==> config.mk <==
export PLATFORM = sky130hd
export DESIGN_NAME = command_frame_parser_unit
export DESIGN_NICKNAME = d
export VERILOG_FILES = /design/src/rtl/cfp_pkg.sv /design/src/rtl/cfp_regs.sv /design/src/rtl/cfp_core.sv /design/src/rtl/cfp_out_stage.sv /design/src/rtl/command_frame_parser_unit.sv
export SDC_FILE = /design/constraint.sdc
export NUM_CORES = 1
export LEC_CHECK = 0
export ABC_CLOCK_PERIOD_IN_PS = 4200
export BUFFER_PORTS_ARGS = -buffer_cell sky130_fd_sc_hd__buf_2
export CAP_MARGIN = 15
export CORE_AREA = 2 2 108 110
export CTS_BUF_LIST = sky130_fd_sc_hd__clkbuf_8
export CTS_CLUSTER_SIZE = 16
export DETAILED_ROUTE_END_ITERATION = 10
export DIE_AREA = 0 0 110 112
export PLACE_DENSITY = 0.77
export SYNTH_ARGS = -nofsm -noshare
export SYNTH_HDL_FRONTEND = slang
export SYNTH_SLANG_ARGS = --single-unit
==> constraint.sdc <==
create_clock -name clk_i -period 4.2 [get_ports clk_i]
set_input_delay 0.63 -clock clk_i [delete_from_list [all_inputs] [get_ports clk_i]]
set_output_delay 0.63 -clock clk_i [all_outputs]
set_load 0.01 [all_outputs]
==> src/rtl/cfp_pkg.sv <==
// Shared types, constants and helpers of the command frame parser.
package cfp_pkg;

  // Frame field widths
  localparam int unsigned ByteW  = 8;
  localparam int unsigned PosW   = 10;
  localparam int unsigned WordW  = 16;
  localparam int unsigned IndexW = 8;

  // Byte position saturation point
  localparam logic [PosW-1:0] PosMax = 10'd1023;

  // Fixed byte positions inside a frame
  localparam logic [PosW-1:0] PosHeader2 = 10'd1;
  localparam logic [PosW-1:0] PosCode    = 10'd2;
  localparam logic [PosW-1:0] PosLength  = 10'd3;
  localparam logic [PosW-1:0] PosBody    = 10'd4;

  // Command codes on the wire
  localparam logic [ByteW-1:0] CodeWalkStop  = 8'h01;
  localparam logic [ByteW-1:0] CodeWalkStart = 8'h02;
  localparam logic [ByteW-1:0] CodeSetJoint  = 8'h05;

  // Register reset values
  localparam logic [ByteW-1:0] HeaderFirstRst  = 8'hFA;
  localparam logic [ByteW-1:0] HeaderSecondRst = 8'hAF;

  // Configuration register map, word address
  localparam int unsigned PaddrW = 3;
  localparam logic RegHeaderFirst  = 1'b0;
  localparam logic RegHeaderSecond = 1'b1;

  typedef enum logic {
    KIND_WORD    = 1'b0,
    KIND_SUMMARY = 1'b1
  } cfp_kind_e;

  typedef enum logic [1:0] {
    CMD_WALK_STOP  = 2'd0,
    CMD_WALK_START = 2'd1,
    CMD_SET_JOINT  = 2'd2,
    CMD_UNKNOWN    = 2'd3
  } cfp_cmd_e;

  typedef enum logic [2:0] {
    ST_OK         = 3'd0,
    ST_TOO_SHORT  = 3'd1,
    ST_BAD_HEADER = 3'd2,
    ST_BAD_CSUM   = 3'd3,
    ST_TRUNCATED  = 3'd4
  } cfp_status_e;

  // Input request: one frame byte
  typedef struct packed {
    logic [ByteW-1:0] frame_byte;
    logic             frame_end;
  } cfp_in_t;

  // Output request: payload word or frame summary
  typedef struct packed {
    cfp_kind_e         item_kind;
    logic [IndexW-1:0] word_index;
    logic [WordW-1:0]  word_value;
    cfp_cmd_e          command_kind;
    cfp_status_e       frame_status;
  } cfp_out_t;

  // Expected header bytes
  typedef struct packed {
    logic [ByteW-1:0] header_first;
    logic [ByteW-1:0] header_second;
  } cfp_cfg_t;

  // Command code to command kind
  function automatic cfp_cmd_e map_command(input logic [ByteW-1:0] code);
    cfp_cmd_e kind;
    unique case (code)
      CodeWalkStop:  kind = CMD_WALK_STOP;
      CodeWalkStart: kind = CMD_WALK_START;
      CodeSetJoint:  kind = CMD_SET_JOINT;
      default:       kind = CMD_UNKNOWN;
    endcase
    return kind;
  endfunction

endpackage

==> src/rtl/cfp_regs.sv <==
// APB-style configuration registers holding the expected header bytes.
module cfp_regs (
  input  logic                          clk_i,
  input  logic                          rst_ni,
  input  logic                          psel,
  input  logic                          penable,
  input  logic                          pwrite,
  input  logic [cfp_pkg::PaddrW-1:0]    paddr,
  input  logic [31:0]                   pwdata,
  output logic [31:0]                   prdata,
  output logic                          pready,
  output cfp_pkg::cfp_cfg_t             cfg_o
);

  logic [cfp_pkg::ByteW-1:0] hdr_first_q;
  logic [cfp_pkg::ByteW-1:0] hdr_second_q;
  logic                      wr_en;
  logic                      reg_sel;

  assign pready  = 1'b1;
  assign reg_sel = paddr[2];
  assign wr_en   = psel & penable & pwrite & pready;

  // Register writes
  always_ff @(posedge clk_i or negedge rst_ni) begin
    if (!rst_ni) begin
      hdr_first_q  <= cfp_pkg::HeaderFirstRst;
      hdr_second_q <= cfp_pkg::HeaderSecondRst;
    end else if (wr_en) begin
      unique case (reg_sel)
        cfp_pkg::RegHeaderFirst:  hdr_first_q  <= pwdata[cfp_pkg::ByteW-1:0];
        cfp_pkg::RegHeaderSecond: hdr_second_q <= pwdata[cfp_pkg::ByteW-1:0];
        default: ;
      endcase
    end
  end

  // Read mux
  always_comb begin
    unique case (reg_sel)
      cfp_pkg::RegHeaderFirst:  prdata = {24'd0, hdr_first_q};
      cfp_pkg::RegHeaderSecond: prdata = {24'd0, hdr_second_q};
      default:                  prdata = '0;
    endcase
  end

  assign cfg_o.header_first  = hdr_first_q;
  assign cfg_o.header_second = hdr_second_q;

endmodule

==> src/rtl/cfp_core.sv <==
// Input register, frame state and per-byte result logic of the parser.
module cfp_core (
  input  logic              clk_i,
  input  logic              rst_ni,
  input  cfp_pkg::cfp_cfg_t cfg_i,
  input  logic              in_valid_i,
  output logic              in_stall_o,
  input  cfp_pkg::cfp_in_t  in_req_i,
  output logic              res_valid_o,
  input  logic              res_ready_i,
  output cfp_pkg::cfp_out_t res_o
);

  // Input register
  logic             in_valid_q;
  cfp_pkg::cfp_in_t in_q;

  // Frame state
  logic [cfp_pkg::PosW-1:0]  pos_q, pos_d;
  logic [cfp_pkg::ByteW-1:0] xor_q, xor_d;
  logic                      hdr_q, hdr_d;
  logic [cfp_pkg::ByteW-1:0] code_q, code_d;
  logic [cfp_pkg::ByteW-1:0] words_q, words_d;
  logic [cfp_pkg::ByteW-1:0] hold_q, hold_d;

  logic                      emit;
  logic                      fire;
  logic                      take;
  logic [cfp_pkg::ByteW-1:0] b;
  logic                      last;
  logic [cfp_pkg::ByteW-1:0] sum_code;
  logic [cfp_pkg::ByteW-1:0] sum_len;
  logic                      sum_hdr;
  logic [cfp_pkg::PosW:0]    body_end;
  logic [cfp_pkg::PosW-2:0]  word_idx;
  logic [cfp_pkg::PosW-1:0]  body_off;

  assign b    = in_q.frame_byte;
  assign last = in_q.frame_end;

  // The held byte leaves when it emits nothing or the result stage takes it
  assign fire       = in_valid_q & (res_ready_i | ~emit);
  assign take       = ~in_valid_q | fire;
  assign in_stall_o = ~take;

  always_ff @(posedge clk_i or negedge rst_ni) begin
    if (!rst_ni) begin
      in_valid_q <= 1'b0;
    end else if (take) begin
      in_valid_q <= in_valid_i;
    end
  end

  always_ff @(posedge clk_i) begin
    if (take && in_valid_i) begin
      in_q <= in_req_i;
    end
  end

  // Summary inputs: the final byte may stand in for the code or the length
  assign sum_code = (pos_q == cfp_pkg::PosCode) ? b : code_q;
  assign sum_len  = (pos_q == cfp_pkg::PosLength) ? b : words_q;
  assign sum_hdr  = hdr_q & ((pos_q != cfp_pkg::PosHeader2) | (b == cfg_i.header_second));
  assign body_end = {1'b0, cfp_pkg::PosBody} + {2'b00, sum_len, 1'b0};

  // Payload word position
  assign body_off = pos_q - cfp_pkg::PosBody;
  assign word_idx = body_off[cfp_pkg::PosW-1:1];

  // Result for the held byte
  always_comb begin
    emit                = 1'b0;
    res_o.item_kind     = cfp_pkg::KIND_WORD;
    res_o.word_index    = word_idx[cfp_pkg::IndexW-1:0];
    res_o.word_value    = {hold_q, b};
    res_o.command_kind  = cfp_pkg::map_command(code_q);
    res_o.frame_status  = cfp_pkg::ST_OK;
    if (last) begin
      emit               = 1'b1;
      res_o.item_kind    = cfp_pkg::KIND_SUMMARY;
      res_o.word_index   = '0;
      res_o.word_value   = '0;
      res_o.command_kind = cfp_pkg::map_command(sum_code);
      if (pos_q < cfp_pkg::PosCode) begin
        res_o.frame_status = cfp_pkg::ST_TOO_SHORT;
        res_o.command_kind = cfp_pkg::CMD_UNKNOWN;
      end else if (!sum_hdr) begin
        res_o.frame_status = cfp_pkg::ST_BAD_HEADER;
      end else if ((pos_q > cfp_pkg::PosCode) && (xor_q != b)) begin
        res_o.frame_status = cfp_pkg::ST_BAD_CSUM;
      end else if ((pos_q == cfp_pkg::PosCode) || ({1'b0, pos_q} < body_end)) begin
        res_o.frame_status = cfp_pkg::ST_TRUNCATED;
      end
    end else if ((pos_q >= cfp_pkg::PosBody) && pos_q[0] &&
                 ({1'b0, word_idx} < {2'b00, words_q})) begin
      emit = 1'b1;
    end
  end

  assign res_valid_o = in_valid_q & emit;

  // Next frame state
  always_comb begin
    pos_d   = pos_q;
    xor_d   = xor_q;
    hdr_d   = hdr_q;
    code_d  = code_q;
    words_d = words_q;
    hold_d  = hold_q;
    if (last) begin
      pos_d   = '0;
      xor_d   = '0;
      hdr_d   = 1'b1;
      code_d  = '0;
      words_d = '0;
      hold_d  = '0;
    end else begin
      if (pos_q == '0) begin
        hdr_d = (b == cfg_i.header_first);
      end else if (pos_q == cfp_pkg::PosHeader2) begin
        hdr_d = hdr_q & (b == cfg_i.header_second);
      end else begin
        xor_d = xor_q ^ b;
      end
      if (pos_q == cfp_pkg::PosCode) begin
        code_d = b;
      end else if (pos_q == cfp_pkg::PosLength) begin
        words_d = b;
      end
      if (pos_q != cfp_pkg::PosMax) begin
        pos_d = pos_q + 1'b1;
      end
      if ((pos_q >= cfp_pkg::PosBody) && !pos_q[0]) begin
        hold_d = b;
      end
    end
  end

  always_ff @(posedge clk_i or negedge rst_ni) begin
    if (!rst_ni) begin
      pos_q   <= '0;
      xor_q   <= '0;
      hdr_q   <= 1'b1;
      code_q  <= '0;
      words_q <= '0;
      hold_q  <= '0;
    end else if (fire) begin
      pos_q   <= pos_d;
      xor_q   <= xor_d;
      hdr_q   <= hdr_d;
      code_q  <= code_d;
      words_q <= words_d;
      hold_q  <= hold_d;
    end
  end

  // A finished frame leaves a clean state behind
  a_frame_clear: assert property (@(posedge clk_i) disable iff (!rst_ni)
    fire && last |=> pos_q == '0 && xor_q == '0 && hdr_q)
    else $error("frame state not cleared after final byte");

  // Payload words always carry ok status
  a_word_ok: assert property (@(posedge clk_i) disable iff (!rst_ni)
    res_valid_o && res_o.item_kind == cfp_pkg::KIND_WORD |->
      res_o.frame_status == cfp_pkg::ST_OK)
    else $error("payload word with non-ok status");

  // A too-short frame never reports a known command
  a_short_unknown: assert property (@(posedge clk_i) disable iff (!rst_ni)
    res_valid_o && res_o.frame_status == cfp_pkg::ST_TOO_SHORT |->
      res_o.command_kind == cfp_pkg::CMD_UNKNOWN)
    else $error("too-short frame with known command");

  // Position only moves forward inside a frame
  a_pos_forward: assert property (@(posedge clk_i) disable iff (!rst_ni)
    fire && !last |=> pos_q >= $past(pos_q))
    else $error("byte position moved backward");

  // A stalled input byte keeps the frame state unchanged
  a_hold_state: assert property (@(posedge clk_i) disable iff (!rst_ni)
    !fire |=> $stable(pos_q) && $stable(xor_q))
    else $error("frame state changed without a processed byte");

endmodule

==> src/rtl/cfp_out_stage.sv <==
// Result register between the parser logic and the output channel.
module cfp_out_stage (
  input  logic              clk_i,
  input  logic              rst_ni,
  input  logic              res_valid_i,
  output logic              res_ready_o,
  input  cfp_pkg::cfp_out_t res_i,
  output logic              out_valid_o,
  input  logic              out_stall_i,
  output cfp_pkg::cfp_out_t out_req_o
);

  logic              valid_q;
  cfp_pkg::cfp_out_t data_q;

  // Free when empty or when the held request leaves this cycle
  assign res_ready_o = ~valid_q | ~out_stall_i;

  always_ff @(posedge clk_i or negedge rst_ni) begin
    if (!rst_ni) begin
      valid_q <= 1'b0;
    end else if (res_ready_o) begin
      valid_q <= res_valid_i;
    end
  end

  always_ff @(posedge clk_i) begin
    if (res_ready_o && res_valid_i) begin
      data_q <= res_i;
    end
  end

  assign out_valid_o = valid_q;
  assign out_req_o   = data_q;

endmodule

==> src/rtl/command_frame_parser_unit.sv <==
// Top level of the command frame parser: config port, parser core, result register.
//
// Parses header/length/XOR-checksum command frames arriving one byte per
// request, emitting one request per completed big-endian payload word and one
// frame summary (command kind and status) on the byte flagged frame_end.
// Throughput is one byte per clock cycle while the output is not stalled; a
// byte's result reaches the output through the input register and the result
// register around the combinational parser logic. While a result waits under
// stall, bytes that produce no result keep flowing; the input stalls once a
// byte with a result is held behind the waiting one. Header bytes are compared
// against two registers at byte addresses 0 and 4 (reset 0xFA and 0xAF), which
// may only be written while no frame byte is in flight.
module command_frame_parser_unit (
  input  logic                       clk_i,
  input  logic                       rst_ni,
  // Configuration port
  input  logic                       psel,
  input  logic                       penable,
  input  logic                       pwrite,
  input  logic [cfp_pkg::PaddrW-1:0] paddr,
  input  logic [31:0]                pwdata,
  output logic [31:0]                prdata,
  output logic                       pready,
  // Byte input channel
  input  logic                       in_valid_i,
  output logic                       in_stall_o,
  input  cfp_pkg::cfp_in_t           in_req_i,
  // Result output channel
  output logic                       out_valid_o,
  input  logic                       out_stall_i,
  output cfp_pkg::cfp_out_t          out_req_o
);

  cfp_pkg::cfp_cfg_t cfg;
  cfp_pkg::cfp_out_t res;
  logic              res_valid;
  logic              res_ready;

  cfp_regs u_regs (
    .clk_i   (clk_i),
    .rst_ni  (rst_ni),
    .psel    (psel),
    .penable (penable),
    .pwrite  (pwrite),
    .paddr   (paddr),
    .pwdata  (pwdata),
    .prdata  (prdata),
    .pready  (pready),
    .cfg_o   (cfg)
  );

  cfp_core u_core (
    .clk_i       (clk_i),
    .rst_ni      (rst_ni),
    .cfg_i       (cfg),
    .in_valid_i  (in_valid_i),
    .in_stall_o  (in_stall_o),
    .in_req_i    (in_req_i),
    .res_valid_o (res_valid),
    .res_ready_i (res_ready),
    .res_o       (res)
  );

  cfp_out_stage u_out (
    .clk_i       (clk_i),
    .rst_ni      (rst_ni),
    .res_valid_i (res_valid),
    .res_ready_o (res_ready),
    .res_i       (res),
    .out_valid_o (out_valid_o),
    .out_stall_i (out_stall_i),
    .out_req_o   (out_req_o)
  );

endmodule

==> flow_summary.yaml <==
setup_path:
  arrival_ns: 3.20
  end_kind: "primary output"
  critPathRequiredTime_ns: 3.57
  max_stage_delay_ns: 0.49
  worstPathCellList: "buf_4, nor4_2, nand2b_1, xnor2_1, ha_1, a21o_1, a211o_1, nor3_1, o21ai_0, nor2_1, buf_2"
  worstSetupStartpointType: "flip-flop"
  critPathMaxFanout: 8
  crit_slowest_cell: "nor4_2"
  critPathKind: "reg2out"
cts:
  cts-buffers-inserted: 9
  path_clk_slew_ns: 0.11
  holdBufCountCts: 0
  clock-sinks: 100
  clockRootBuffer: "clkbuf_8"
  h-tree-depth: 3
  cts_resized: 0
  post_cts_buffers: 0
  clock_latency_ns: 0.38
  cts_buffer_depth: 2
  cts_tree: "done"
floorplan:
  core.rowCount: 39
  pin_count: 116
  dieHeight_um: 112
  die_w_um: 110
  dieArea_um2: 12300
  coreArea_um2: 11200
  initial_core_util_pct: 50.9
yosys:
  synthArstFlopShare_pct: 61.0
  ys_ff_latch: 100
  postSynthAreaPerCell_um2: 10.7
  synth_cells: 533
  yosysWarnings: 0
  synthDistinctLibCells: 60
  synth_ff_type: "dfrtp_1"
  syn_area_um2: 5690
  seq_area_frac_synth_pct: 47.7
  synth_edf_count: 39
timing:
  slew_headroom_pct: 29.8
  min_period_ns: 3.83
  timing.fmax_mhz: 261
  post-route-period-util_pct: 91.2
  hold_viol: 0
  rsz0062_at_grt: "false"
  finalSetupViolCount: 0
  tightestPinTransition_ns: 1.04
  tns_ns: 0
  skew_ns: 0.0133
  slew_violations: 0
grt:
  grt_remaining_overflow: 0
  grt_max_degree: 48
  busiest_layer: "met2"
  antenna_found_initial: 0
  grt_pass1_vias: 4166
  grt_usage_pct: 21.1
  use_met1_pct: 28.4
  grt_use_met2_pct: 33.0
  grt_util_met3_pct: 3.57
  grt_pass1_wl_um: 20100
route:
  postRouteAntennaNets: 0
  num_vias: 4110
  wirelength_um: 12000
  drc: 0
  dr.pass1.iters: 5
  drtIter0Drc: 206
  wl_per_cell_um: 16.3
  vias_per_cell: 5.61
final_layout:
  num_antenna_cells: 0
  layout.nets: 657
  fillers: 982
  final_layout_size_suffix_gt1_share_pct: 24.4
  syn2layout_area_growth_pct: 9.83
  postLayoutCoreUtil_pct: 55.9
pwr:
  p_total_uw: 2580
  peakVddDrop_mv: 0.213
  leakage_uw: 0.00269
  p_per_area_nw_per_um2: 412
flow_run:
  max_cap_violations: 0
worst_hold_path:
  hold_path_class: "in2reg"
placement:
  numPortBuffers: 64
  gp_congestion: 0.901
  hpwl_um: 8530
status:
  status: "complete, no violations"
-- state kept, by name, summed over array words and instances, names as in the netlist --
register,flops
u_core.b,8
u_core.code_q,8
u_core.hdr_q,1
u_core.hold_q,8
u_core.in_valid_q,1
u_core.last,1
u_core.pos_q,10
u_core.words_q,8
u_core.xor_q,8
u_out.out_req_o,30
u_out.out_valid_o,1
u_regs.hdr_first_q,8
u_regs.hdr_second_q,8
-- critical path: cells and delay by family (launching register included) --
kind                     cells  cell delay, ns
flip-flops                   1            0.39
adder cells (fa/ha/maj)      1            0.27
AND/OR/NAND/NOR              4            0.96
XOR/XNOR                     1            0.21
AO/OA/AOI/OAI                3            0.69
buffers and inverters        2            0.30
-- cell families (layout without fill, tap and decap cells) --
| group | count (synthesis) | after routing | share of synthesized area, % |
|---|---|---|---|
| AOI/OAI and AO/OA | 87 | 87 | 11.2 |
| xor gates and xnor gates | 36 | 36 | 5.54 |
| adders and majority gates | 21 | 21 | 4.62 |
| buffers and inverters | 82 | 116 | 7.23 |
| DFF | 100 | 100 | 47.7 |
| muxes | 45 | 45 | 8.66 |
| other | 2 | 25 | 0.132 |
| and+or+nand+nor | 160 | 160 | 14.9 |
-- metrics by stage --
| stage | cell area, µm² | hold slack [ns] | std cells | worst slack (ns) |
|---|---|---|---|---|
| floorplan | 5780 | 0.334 | 556 | 0.521 |
| global placement | 6050 | 0.482 | 717 | 0.685 |
| detailed placement | 6050 | 0.490 | 717 | 0.554 |
| CTS | 6240 | 0.397 | 733 | 0.230 |
| global route | 6250 | 0.395 | 733 | 0.119 |
| finish | 6250 | 0.411 | 733 | 0.370 |
-- where the power goes --
group / switching [µW] / total (µW) / internal (µW) / leakage [µW]
Sequential: 134 / 1320 / 1180 / 0.00114
Clock: 379 / 609 / 230 / 0.0000953
Combinational: 331 / 650 / 318 / 0.00145
-- routing by layer --
| layer | part of all wire [%] | vias to the layer above | wire (µm) |
|---|---|---|---|
| met1 | 43 | 1969 | 5190 |
| met2 | 47 | 146 | 5640 |
| met3 | 6.9 | 24 | 828 |
| met4 | 2.6 | 0 | 308 |
| met5 | 0 | - | 0 |
| li1 | - | 1971 | - |
-- final cells by class --
class / instances / area, µm² / share of cell area, %
Sequential cell: 100 / 2710 / 43.4
Tap cell: 143 / 179 / 2.86
Clock inverter: 7 / 66.3 / 1.06
Inverter: 26 / 97.6 / 1.56
Multi-Input combinational cell: 374 / 2660 / 42.6
Clock buffer: 9 / 124 / 1.98
Timing Repair Buffer: 74 / 408 / 6.53
-- cell usage after synthesis (all sizes together) (6+ instances only) --
| master | number | share of area (%) |
|---|---|---|
| a21oi | 13 | 1.1 |
| a311o | 8 | 1.4 |
| and2 | 14 | 1.5 |
| and3 | 7 | 0.77 |
| buf | 36 | 4.2 |
| clkbuf | 20 | 1.3 |
| dfrtp | 48 | 21 |
| dfstp | 13 | 6.0 |
| edfxtp | 39 | 21 |
| ha | 21 | 4.6 |
| inv | 25 | 1.6 |
| mux2 | 34 | 6.7 |
| mux2i | 11 | 1.9 |
| nand2 | 39 | 2.6 |
| nand3 | 14 | 1.2 |
| nand4 | 9 | 0.99 |
| nor2 | 23 | 1.6 |
| nor2b | 17 | 1.9 |
| nor3 | 10 | 0.97 |
| nor4 | 11 | 1.3 |
| o21ai | 20 | 1.8 |
| o31ai | 6 | 0.79 |
| xnor2 | 31 | 4.8 |
-- cells in the final DEF, fill, tap and decap left out, drive strengths merged, types with 10 or more instances in the layout --
cell and count:
nor2b 17, conb 25, mux2i 11, inv 29, nor3 10, buf 74, nand2 39, dfrtp 48
nor4 11, nand3 14, dfstp 13, edfxtp 39, ha 21, and2 14, mux2 34, o21ai 20
xnor2 31, a21oi 13, nor2 23
-- path summary, 6_finish.rpt --
check / from / endpoint / slack (ns) / cells after the start
setup reg to reg: u_core.pos_q[6] / u_out.out_req_o[2] / 0.55 / 15
max in group asynchronous: rst_ni / u_core.code_q[3] / 2.95 / 2
hold / removal: in_req_i[5] / u_core.b[4] / 0.41 / 1
min in group asynchronous: rst_ni / u_core.pos_q[8] / 0.42 / 1
setup / recovery: u_core.pos_q[3] / in_stall_o / 0.37 / 11
hold reg to reg: u_core.hold_q[7] / u_core.hold_q[7] / 0.51 / 1
Power figures use the tool's default switching activity.
